### config.mk
export PLATFORM = sky130hd
export DESIGN_NAME = rom_read_patcher_three_slot_flat
export DESIGN_NICKNAME = d
export VERILOG_FILES = /design/src/sv/rrpts_pkg.sv /design/src/sv/rrpts_in_if.sv /design/src/sv/rrpts_out_if.sv /design/src/sv/rrpts_in_stage.sv /design/src/sv/rrpts_core.sv /design/src/sv/rrpts_out_stage.sv /design/src/sv/rom_read_patcher_three_slot.sv /design/src/flat_wrapper.sv
export VERILOG_INCLUDE_DIRS = /design/src /design/src/sv
export SDC_FILE = /design/constraint.sdc
export NUM_CORES = 1
export LEC_CHECK = 0
export ABC_CLOCK_PERIOD_IN_PS = 7780
export BUFFER_PORTS_ARGS = -buffer_cell sky130_fd_sc_hd__buf_2
export CAP_MARGIN = 20
export CELL_PAD_IN_SITES_DETAIL_PLACEMENT = 2
export CELL_PAD_IN_SITES_GLOBAL_PLACEMENT = 2
export CORE_MARGIN = 8
export CORE_UTILIZATION = 34
export DETAILED_ROUTE_END_ITERATION = 8
export PLACE_DENSITY_LB_ADDON = 0.12
export SLEW_MARGIN = 20
export SYNTH_ARGS = -nofsm -noshare
export SYNTH_HDL_FRONTEND = slang
export SYNTH_SLANG_ARGS = --single-unit
### constraint.sdc
create_clock -name i_clk -period 7.78 [get_ports i_clk]
set_input_delay 1.945 -clock i_clk [delete_from_list [all_inputs] [get_ports i_clk]]
set_output_delay 1.945 -clock i_clk [all_outputs]
set_load 0.03 [all_outputs]
### src/sv/rom_read_patcher_three_slot_assert.svh
`ifndef ROM_READ_PATCHER_THREE_SLOT_ASSERT_SVH
`define ROM_READ_PATCHER_THREE_SLOT_ASSERT_SVH

// checked only out of reset
`define RRPTS_ASSERT(lbl, prop) \
    lbl: assert property (@(posedge i_clk) disable iff (!i_rst_n) prop) \
        else $error("rrpts check failed");

// checked on every edge, reset included
`define RRPTS_ASSERT_ALWAYS(lbl, prop) \
    lbl: assert property (@(posedge i_clk) prop) \
        else $error("rrpts check failed");

`endif

### src/sv/rrpts_pkg.sv
package rrpts_pkg;

    localparam int ADDR_W  = 16;
    localparam int BYTE_W  = 8;
    localparam int HIT_W   = 2;
    localparam int N_SLOTS = 3;
    localparam int SLOT_W  = 2;

    localparam logic CMD_WRITE = 1'b0;
    localparam logic CMD_READ  = 1'b1;

    localparam logic [ADDR_W-1:0] C_CTRL_ADDR  = 16'h8000;
    localparam logic [ADDR_W-1:0] C_SLOT_FIRST = 16'h8001;
    localparam logic [ADDR_W-1:0] C_SLOT_LAST  = 16'h800C;

    localparam logic [BYTE_W-1:0] C_CTRL_RESET = 8'h80;
    localparam logic [BYTE_W-1:0] C_CTRL_MASK  = 8'h7E;
    localparam logic [BYTE_W-1:0] C_END_SETUP  = 8'h7F;

    localparam int SETUP_BIT = 7;
    localparam int CMP_LSB   = 1;
    localparam int DIS_LSB   = 4;

    typedef enum logic [1:0] {
        F_ADDR_HI = 2'd0,
        F_ADDR_LO = 2'd1,
        F_CMP     = 2'd2,
        F_REP     = 2'd3
    } t_field;

    typedef struct packed {
        logic              command;
        logic [ADDR_W-1:0] bus_address;
        logic [BYTE_W-1:0] bus_byte;
    } t_req;

    typedef struct packed {
        logic [BYTE_W-1:0] read_byte;
        logic [HIT_W-1:0]  hit_slot;
        logic              patching_on;
    } t_rsp;

endpackage

### src/sv/rrpts_in_if.sv
interface rrpts_in_if;
    logic                         valid;
    logic                         ready;
    logic                         command;
    logic [rrpts_pkg::ADDR_W-1:0] bus_address;
    logic [rrpts_pkg::BYTE_W-1:0] bus_byte;

    modport source (output valid, command, bus_address, bus_byte, input ready);
    modport sink   (input valid, command, bus_address, bus_byte, output ready);
endinterface

### src/sv/rrpts_out_if.sv
interface rrpts_out_if;
    logic                         valid;
    logic                         ready;
    logic [rrpts_pkg::BYTE_W-1:0] read_byte;
    logic [rrpts_pkg::HIT_W-1:0]  hit_slot;
    logic                         patching_on;

    modport source (output valid, read_byte, hit_slot, patching_on, input ready);
    modport sink   (input valid, read_byte, hit_slot, patching_on, output ready);
endinterface

### src/sv/rrpts_in_stage.sv
module rrpts_in_stage (
    input  logic              i_clk,
    input  logic              i_rst_n,
    rrpts_in_if.sink          i_in,
    input  logic              i_can_load,
    output rrpts_pkg::t_req   o_req,
    output logic              o_fire
);
    import rrpts_pkg::*;

    logic r_valid;
    logic n_valid;
    t_req r_req;

    assign i_in.ready = !r_valid || i_can_load;
    assign o_fire     = r_valid && i_can_load;
    assign o_req      = r_req;

    always_comb begin
        n_valid = r_valid;
        if (i_in.ready) begin
            n_valid = i_in.valid;
        end
    end

    always_ff @(posedge i_clk) begin
        if (!i_rst_n) begin
            r_valid <= 1'b0;
        end else begin
            r_valid <= n_valid;
        end
    end

    always_ff @(posedge i_clk) begin
        if (i_in.valid && i_in.ready) begin
            r_req.command     <= i_in.command;
            r_req.bus_address <= i_in.bus_address;
            r_req.bus_byte    <= i_in.bus_byte;
        end
    end

endmodule

### src/sv/rrpts_core.sv
`include "rom_read_patcher_three_slot_assert.svh"

module rrpts_core (
    input  logic            i_clk,
    input  logic            i_rst_n,
    input  rrpts_pkg::t_req i_req,
    input  logic            i_fire,
    output rrpts_pkg::t_rsp o_rsp
);
    import rrpts_pkg::*;

    logic [BYTE_W-1:0] r_ctrl;
    logic [BYTE_W-1:0] n_ctrl;
    logic [ADDR_W-1:0] r_addr [N_SLOTS];
    logic [ADDR_W-1:0] n_addr [N_SLOTS];
    logic [BYTE_W-1:0] r_cmp  [N_SLOTS];
    logic [BYTE_W-1:0] n_cmp  [N_SLOTS];
    logic [BYTE_W-1:0] r_rep  [N_SLOTS];
    logic [BYTE_W-1:0] n_rep  [N_SLOTS];
    logic [3:0]        off;
    logic [SLOT_W-1:0] sel;
    logic              in_slots;
    logic              setup;

    assign setup    = r_ctrl[SETUP_BIT];
    assign off      = 4'(i_req.bus_address[3:0] - 4'd1);
    assign sel      = off[3:2];
    assign in_slots = (i_req.bus_address >= C_SLOT_FIRST) &&
                      (i_req.bus_address <= C_SLOT_LAST);

    // setup writes
    always_comb begin
        n_ctrl = r_ctrl;
        n_addr = r_addr;
        n_cmp  = r_cmp;
        n_rep  = r_rep;
        if (i_req.command == CMD_WRITE && setup) begin
            if (i_req.bus_address == C_CTRL_ADDR) begin
                if (i_req.bus_byte[0]) begin
                    n_ctrl = C_CTRL_RESET | (i_req.bus_byte & C_CTRL_MASK);
                end else begin
                    n_ctrl = r_ctrl & C_END_SETUP;
                end
            end else if (in_slots) begin
                case (t_field'(off[1:0]))
                    F_ADDR_HI: n_addr[sel][15:8] = i_req.bus_byte;
                    F_ADDR_LO: n_addr[sel][7:0]  = i_req.bus_byte;
                    F_CMP:     n_cmp[sel]        = i_req.bus_byte;
                    F_REP:     n_rep[sel]        = i_req.bus_byte;
                    default:   n_cmp[sel]        = r_cmp[sel];
                endcase
            end
        end
    end

    // read match, slot 0 wins
    always_comb begin
        o_rsp.read_byte   = '0;
        o_rsp.hit_slot    = '0;
        o_rsp.patching_on = !n_ctrl[SETUP_BIT];
        if (i_req.command == CMD_READ) begin
            o_rsp.read_byte = i_req.bus_byte;
            if (!setup && i_req.bus_address >= C_CTRL_ADDR) begin
                for (int i = N_SLOTS - 1; i >= 0; i--) begin
                    if (!r_ctrl[DIS_LSB + i] && i_req.bus_address == r_addr[i] &&
                        (!r_ctrl[CMP_LSB + i] || i_req.bus_byte == r_cmp[i])) begin
                        o_rsp.read_byte = r_rep[i];
                        o_rsp.hit_slot  = HIT_W'(i + 1);
                    end
                end
            end
        end
    end

    always_ff @(posedge i_clk) begin
        if (!i_rst_n) begin
            r_ctrl <= C_CTRL_RESET;
            for (int i = 0; i < N_SLOTS; i++) begin
                r_addr[i] <= '0;
                r_cmp[i]  <= '0;
                r_rep[i]  <= '0;
            end
        end else if (i_fire) begin
            r_ctrl <= n_ctrl;
            r_addr <= n_addr;
            r_cmp  <= n_cmp;
            r_rep  <= n_rep;
        end
    end

    `RRPTS_ASSERT(a_setup_never_returns, !r_ctrl[SETUP_BIT] |=> !r_ctrl[SETUP_BIT])
    `RRPTS_ASSERT(a_hit_only_patched_read, (o_rsp.hit_slot != '0) |-> (i_req.command == CMD_READ && !setup))
    `RRPTS_ASSERT(a_write_gives_zero, (i_req.command == CMD_WRITE) |-> (o_rsp.read_byte == '0 && o_rsp.hit_slot == '0))

endmodule

### src/sv/rrpts_out_stage.sv
`include "rom_read_patcher_three_slot_assert.svh"

module rrpts_out_stage (
    input  logic            i_clk,
    input  logic            i_rst_n,
    input  rrpts_pkg::t_rsp i_rsp,
    input  logic            i_fire,
    output logic            o_can_load,
    rrpts_out_if.source     o_out
);
    import rrpts_pkg::*;

    logic r_valid;
    logic n_valid;
    t_rsp r_rsp;

    assign o_can_load        = !r_valid || o_out.ready;
    assign o_out.valid       = r_valid;
    assign o_out.read_byte   = r_rsp.read_byte;
    assign o_out.hit_slot    = r_rsp.hit_slot;
    assign o_out.patching_on = r_rsp.patching_on;

    always_comb begin
        n_valid = r_valid;
        if (o_can_load) begin
            n_valid = i_fire;
        end
    end

    always_ff @(posedge i_clk) begin
        if (!i_rst_n) begin
            r_valid <= 1'b0;
        end else begin
            r_valid <= n_valid;
        end
    end

    always_ff @(posedge i_clk) begin
        if (i_fire) begin
            r_rsp <= i_rsp;
        end
    end

    `RRPTS_ASSERT_ALWAYS(a_empty_after_reset, $past(!i_rst_n) |-> !r_valid)

endmodule

### src/sv/rom_read_patcher_three_slot.sv
// a result is registered in the input register, then in the result register, before it is valid
// throughput: one bus access per cycle, full rate under no output stall
// a waiting result does not block the next input transfer while the input stage is free
// reset (i_rst_n low, synchronous): setup mode, control 0x80, all slots zero, no result pending
module rom_read_patcher_three_slot (
    input  logic         i_clk,
    input  logic         i_rst_n,
    rrpts_in_if.sink     i_in,
    rrpts_out_if.source  o_out
);
    import rrpts_pkg::*;

    t_req req;
    t_rsp rsp;
    logic fire;
    logic can_load;

    rrpts_in_stage u_in_stage (
        .i_clk      (i_clk),
        .i_rst_n    (i_rst_n),
        .i_in       (i_in),
        .i_can_load (can_load),
        .o_req      (req),
        .o_fire     (fire)
    );

    rrpts_core u_core (
        .i_clk   (i_clk),
        .i_rst_n (i_rst_n),
        .i_req   (req),
        .i_fire  (fire),
        .o_rsp   (rsp)
    );

    rrpts_out_stage u_out_stage (
        .i_clk      (i_clk),
        .i_rst_n    (i_rst_n),
        .i_rsp      (rsp),
        .i_fire     (fire),
        .o_can_load (can_load),
        .o_out      (o_out)
    );

endmodule

### src/flat_wrapper.sv
// flat-port wrapper written by rule: the top's interface ports become plain ports
module rom_read_patcher_three_slot_flat import rrpts_pkg::*;
  (i_clk, i_rst_n, i_in_valid, i_in_command, i_in_bus_address, i_in_bus_byte, i_in_ready, o_out_valid, o_out_read_byte, o_out_hit_slot, o_out_patching_on, o_out_ready);
  rrpts_in_if i_in_i ();
  rrpts_out_if o_out_i ();
  input  logic i_clk;
  input  logic i_rst_n;
  input wire logic [$bits(i_in_i.valid)-1:0] i_in_valid;
  input wire logic [$bits(i_in_i.command)-1:0] i_in_command;
  input wire logic [$bits(i_in_i.bus_address)-1:0] i_in_bus_address;
  input wire logic [$bits(i_in_i.bus_byte)-1:0] i_in_bus_byte;
  output wire logic [$bits(i_in_i.ready)-1:0] i_in_ready;
  output wire logic [$bits(o_out_i.valid)-1:0] o_out_valid;
  output wire logic [$bits(o_out_i.read_byte)-1:0] o_out_read_byte;
  output wire logic [$bits(o_out_i.hit_slot)-1:0] o_out_hit_slot;
  output wire logic [$bits(o_out_i.patching_on)-1:0] o_out_patching_on;
  input wire logic [$bits(o_out_i.ready)-1:0] o_out_ready;
  assign i_in_i.valid = i_in_valid;
  assign i_in_i.command = i_in_command;
  assign i_in_i.bus_address = i_in_bus_address;
  assign i_in_i.bus_byte = i_in_bus_byte;
  assign i_in_ready = i_in_i.ready;
  assign o_out_valid = o_out_i.valid;
  assign o_out_read_byte = o_out_i.read_byte;
  assign o_out_hit_slot = o_out_i.hit_slot;
  assign o_out_patching_on = o_out_i.patching_on;
  assign o_out_i.ready = o_out_ready;
  rom_read_patcher_three_slot u_core (.i_clk(i_clk), .i_rst_n(i_rst_n), .i_in(i_in_i), .o_out(o_out_i));
endmodule
After elaboration in Yosys (flattened, before gate mapping):

Cells that the tools add are included.

* $add $sub $neg: 1
* div/mod/pow operators: 0
* magnitude comparators: 5
* shift operators: 0
* bitwise gates (word level): 4
* reduce and logical (&&, ||, !) cells: 35
* muxes and demuxes: 18
* equality and inequality tests: 10
* multipliers: 0

Operators with widths (count)
* 48-bit bitwise mux: 2
* 48-bit one-hot mux with 2 select lines: 1
* 16-bit demux with 2-bit select: 2
* 24-bit bitwise mux: 2
* 16-bit equality test: 3
* 10-bit 2-to-1 mux: 4
* 8-bit 2-to-1 mux: 5
* 16-bit greater-or-equal comparator (second input constant): 2
* 8-bit equality test: 3
* 8-bit demux with 2-bit select: 1
* 16-bit equality test (second input constant): 1
* 16-bit <= comparator (second input constant): 1
* 16-bit 2-to-1 mux: 1
* 5-bit AND reduction: 3
* 1-bit logical AND: 12
* 1-bit zero test: 10
* 1-bit logical OR: 5
* 2-bit equality test (second input constant): 2
* 4-bit AND reduction: 1
* 4-bit by 1-bit subtractor with 4-bit output (second input constant): 1
* 3-bit greater-or-equal comparator (second input constant): 1
* 3-bit by 1-bit less-than comparator with 1-bit output (second input constant): 1
* 1-bit NOT: 3
* 2-bit NOT with 3-bit output: 1
* 5 further kinds: 5

* flip-flop bits (word level): 141
* bits of input ports: 29
* ROM bits: 0
* bits in latches: 0
* logic and storage cells: 93
* memories kept: 0
* memory bits (writable): 0

Longest topological paths before layout:

* depth after elaboration: 8
* mapped depth: 11
* mapped depth without buffers: 8

Hierarchy:

A second synthesis with hierarchy kept.

* cells, all modules: 671
* area, all modules: 6806.5 um^2

Modules (own cells, without submodules)
* rrpts_core: area an instance 5611.6 um^2, instances 1, cells each 625, seq. area each 2062.0 um^2
* rrpts_in_stage: area an instance 815.8 um^2, instances 1, cells each 31, seq. area each 770.7 um^2
* rrpts_out_stage: area an instance 379.1 um^2, instances 1, cells each 15, seq. area each 350.3 um^2

Worst setup path before layout:

Ideal clock, no wire load.

* path kind: input -> output
* start: in o_out_ready
* end: out i_in_ready
* data required time: 5.835 ns
* data arrival time: 2.495 ns
* stages on the path: 2
* slack: 3.340 ns
* path through: nor2b_1 nand2_1

* word-level cells in the longest chain between the ends: 2

Ends and longest elaborated chain
* start: declaration: line flat_wrapper.sv:17 `input wire logic [$bits(o_out_i.ready)-1:0] o_out_ready;`
* 1-bit logical OR: line rrpts_out_stage.sv:17 `assign o_can_load = !r_valid || o_out.ready;`
* 1-bit logical OR: line rrpts_in_stage.sv:15 `assign i_in.ready = !r_valid || i_can_load;`
* end: declaration: line flat_wrapper.sv:12 `output wire logic [$bits(i_in_i.ready)-1:0] i_in_ready;`

Every way passes these cells.

Worst setup path after layout:

Same ends and word-level chain as after synthesis.

==> impl_results.md <==
* Final setup margin at between 3000 and 4000 ps
* Post-DP HPWL at approximately 13 mm
* Root Buffer: clkbuf_16
* Die footprint at 24690 um^2
* 1st-pass router iterations at 4
* Initial Util at 0.3468
* Layout cell share with drive strength beyond 1 at 0.1376
* R2R setup slack at roughly 3900 ps
* Post-CTS Hold Buffers at 0
* Final antenna diode count at 0
* Gr ovfl total at 0
* Die width at about 160 um
* DRT antenna net count at 0
* Area grow syn2layout at 14.04%
* Avg Vias per Cell at roughly 5
* First-pass GRT wire length at approximately 31 mm
* Netlist cell types at 48
* Measured slew at the worst slew-check pin at between 1000 and 1500 ps
* Syn nets at a little under 700
* Ys Warns at 0
* Final-report max-slew violation count at 0
* # IOs at between 40 and 50
* Yosys reg bits at between 100 and 150
* Port buffer count at slightly above 40
* Number of synthesized flops with an enable pin at 36
* Rel. slew slack at 0.3073
* Min Tclk post-route at between 4000 and 5000 ps
* Mean post-synth cell area at ~11 um^2
* Synthesized netlist cell count at 642
* Gr usage total at 0.1696
* PwrDens at approximately 210 nW/um^2
* F_max at around 210 MHz
* Outcome: finished, final reports clean
* H-Tree Depth at 4
* Kind of critical path: in -> out
* Clk Latency, worst-skew pair at approximately 420 ps
* Cell area after synthesis at slightly below 7000 um^2
* Num CTS Buffers at 17
* CORE AREA at ~20000 um^2
* RePlAce Congestion at ~0.75
* Crit path DAT at between 2000 and 3000 ps
* Final cycle utilization of the critical path at 0.6003
* # resized after CTS at 0
* Final hold violation count at 0
* Setup Skew at slightly above 9 ps
* Worst hold path type: reg -> reg
* Initial antenna violation count at 0
* Vias in the first global route at between 5000 and 6000
* Pre-CTS WS at roughly 3100 ps
* Crit start category: input pin
* Initial DRC Count at 140
* Max cap viols at 0
* Postcts setup bufs at 0
* Die Ht at between 150 and 200 um
* Fin nets at between 600 and 700
* # setup viols final at 0
* RSZ-0062 raised after global routing: no
* Worst-path clk slew at about 60 ps
* Vias post-DR at about 4700
* Setup TNS at 0 ps
* Most frequent cells in the layout: dfxtp_1, nor2b_1, mux2i_1, xnor2_1, buf_2
* Pin count of the biggest net entering global routing at around 110
* DRC at 0
* Data required, critical path at just under 6000 ps
* VDD IR-drop max at about 0.15 mV
* Final WL at 19.69 mm
* Top_reg_cell synth: dfxtp_1
* Clock Tree Buf Depth at 2
* Sequential share of the synthesized area at 0.4701
* CP Max Fanout at 6
* Async S/R FF share, synth at 0
* Num Clock Sinks at 141
* Crit path capture type: output pin
* CTS tree: done
* Avg WL per Cell at 20.93 um
* Commonest non-fill, non-tap cell in the layout: dfxtp_1
* Cell Rows at 51
* Leakage at 0.002648 uW
[path summary, 6_finish.rpt]
check / from / end / depth (start not counted)
worst max-delay path: o_out_ready / i_in_ready / 4
worst min-delay path: u_core.u_core.r_cmp[7]$_SDFFE_PN0P_ / u_core.u_core.r_cmp[7]$_SDFFE_PN0P_ / 2
worst max register to register: u_core.u_in_stage.o_req[9]$_DFFE_PP_ / u_core.u_core.r_cmp[15]$_SDFFE_PN0P_ / 8
worst min register to register: u_core.u_core.r_cmp[7]$_SDFFE_PN0P_ / u_core.u_core.r_cmp[7]$_SDFFE_PN0P_ / 2
[state kept, by name, summed over array words and instances (netlist names)]
register,cells
u_core.u_out_stage.o_out.patching_on,1
u_core.u_core.r_rep,24
u_core.u_in_stage.r_valid,1
u_core.u_core.r_ctrl,7
u_core.u_out_stage.o_out.valid,1
u_core.u_out_stage.o_out.read_byte,8
u_core.u_core.r_addr,48
u_core.u_in_stage.o_req,25
u_core.u_out_stage.o_out.hit_slot,2
u_core.u_core.r_cmp,24
[area by class of cell]
cell class	count	area [um^2]
inverter	21	78.83
timing repair buffer	51	282.8
clock inverter	12	98.84
multi-input combinational	431	3301
clock buffer	20	446.7
tap	265	331.6
fill	2093	11800
sequential	141	3183
[critical path: stages]
cell and delay (ps):
buf_2 100, nor2b_1 360, nand2_1 120, buf_2 200
[synth_stat cells, drive strengths merged (2+ instances only)]
master   instances  area, um^2
mux2i           87       870.8
nor2b           91       569.3
o211ai           9       67.56
nor4             2       12.51
o31a             2       17.52
a21oi            2       10.01
xnor2           69       604.3
xor2             3       26.28
nor2             7       31.28
and4             2       17.52
inv             21       78.83
nand2b           3       18.77
and3             3       18.77
a21boi          16       120.1
and2             2       12.51
nand3            8       45.04
o21a             9       67.56
dfxtp          105        2102
nand2           20       75.07
edfxtp          36        1081
nor3             9       78.83
o2bb2ai          7       61.31
a211oi           7       52.55
buf             11       71.31
a31oi            8       50.05
o21ai           28       140.1
nand4           20       140.1
ha               4       50.05
or3              4       35.03
nor4b            2       38.78
clkbuf          38       142.6
[metrics by stage]
step / util / hold slack [ps] / instances / power, uW / instance area (um^2)
floorplan: - / 468.7 / 642 / 863.3 / 6771
global placement: 0.3673 / 481.1 / 909 / 902.4 / 7172
detailed placement: 0.3673 / 496.2 / 909 / 905.9 / 7172
CTS: 0.3952 / 504.9 / 941 / 1676 / 7717
global route: 0.3955 / 530.1 / 941 / 1717 / 7722
finish: 0.3955 / 506.3 / 941 / 1649 / 7722
[logic make-up (layout without fill, tap and decap cells)]
| group | Yosys count | count (layout) | share of synthesized area |
|---|---|---|---|
| DFF | 141 | 141 | 0.4701 |
| AOI/OAI and AO/OA | 92 | 92 | 0.09239 |
| xor gates and xnor gates | 72 | 72 | 0.09313 |
| and+or+nand+nor | 176 | 176 | 0.1652 |
| buffers and inverters | 70 | 104 | 0.04324 |
| muxes | 87 | 87 | 0.1286 |
| adders and majority gates | 4 | 4 | 0.007391 |
[routing by layer]
metal	wire length [um]	part of all wire	vias to the layer above	GRT usage
met1	8906	0.45	2364	0.1969
met5	0	0	-	0
li1	-	-	2259	-
met3	488	0.025	18	0.03482
met2	10010	0.51	54	0.3065
met4	293	0.015	0	0.05349
[report_power, final]
group | internal (uW) | switching (uW) | total, uW | leakage (uW)
clock | 444 | 317 | 761 | 0.000261
combinational | 42.1 | 60.0 | 102 | 0.00119
sequential | 765 | 20.5 | 785 | 0.00120
total | 1250 | 398 | 1650 | 0.00265
Note: power is estimated with default switching activity, not from simulation.
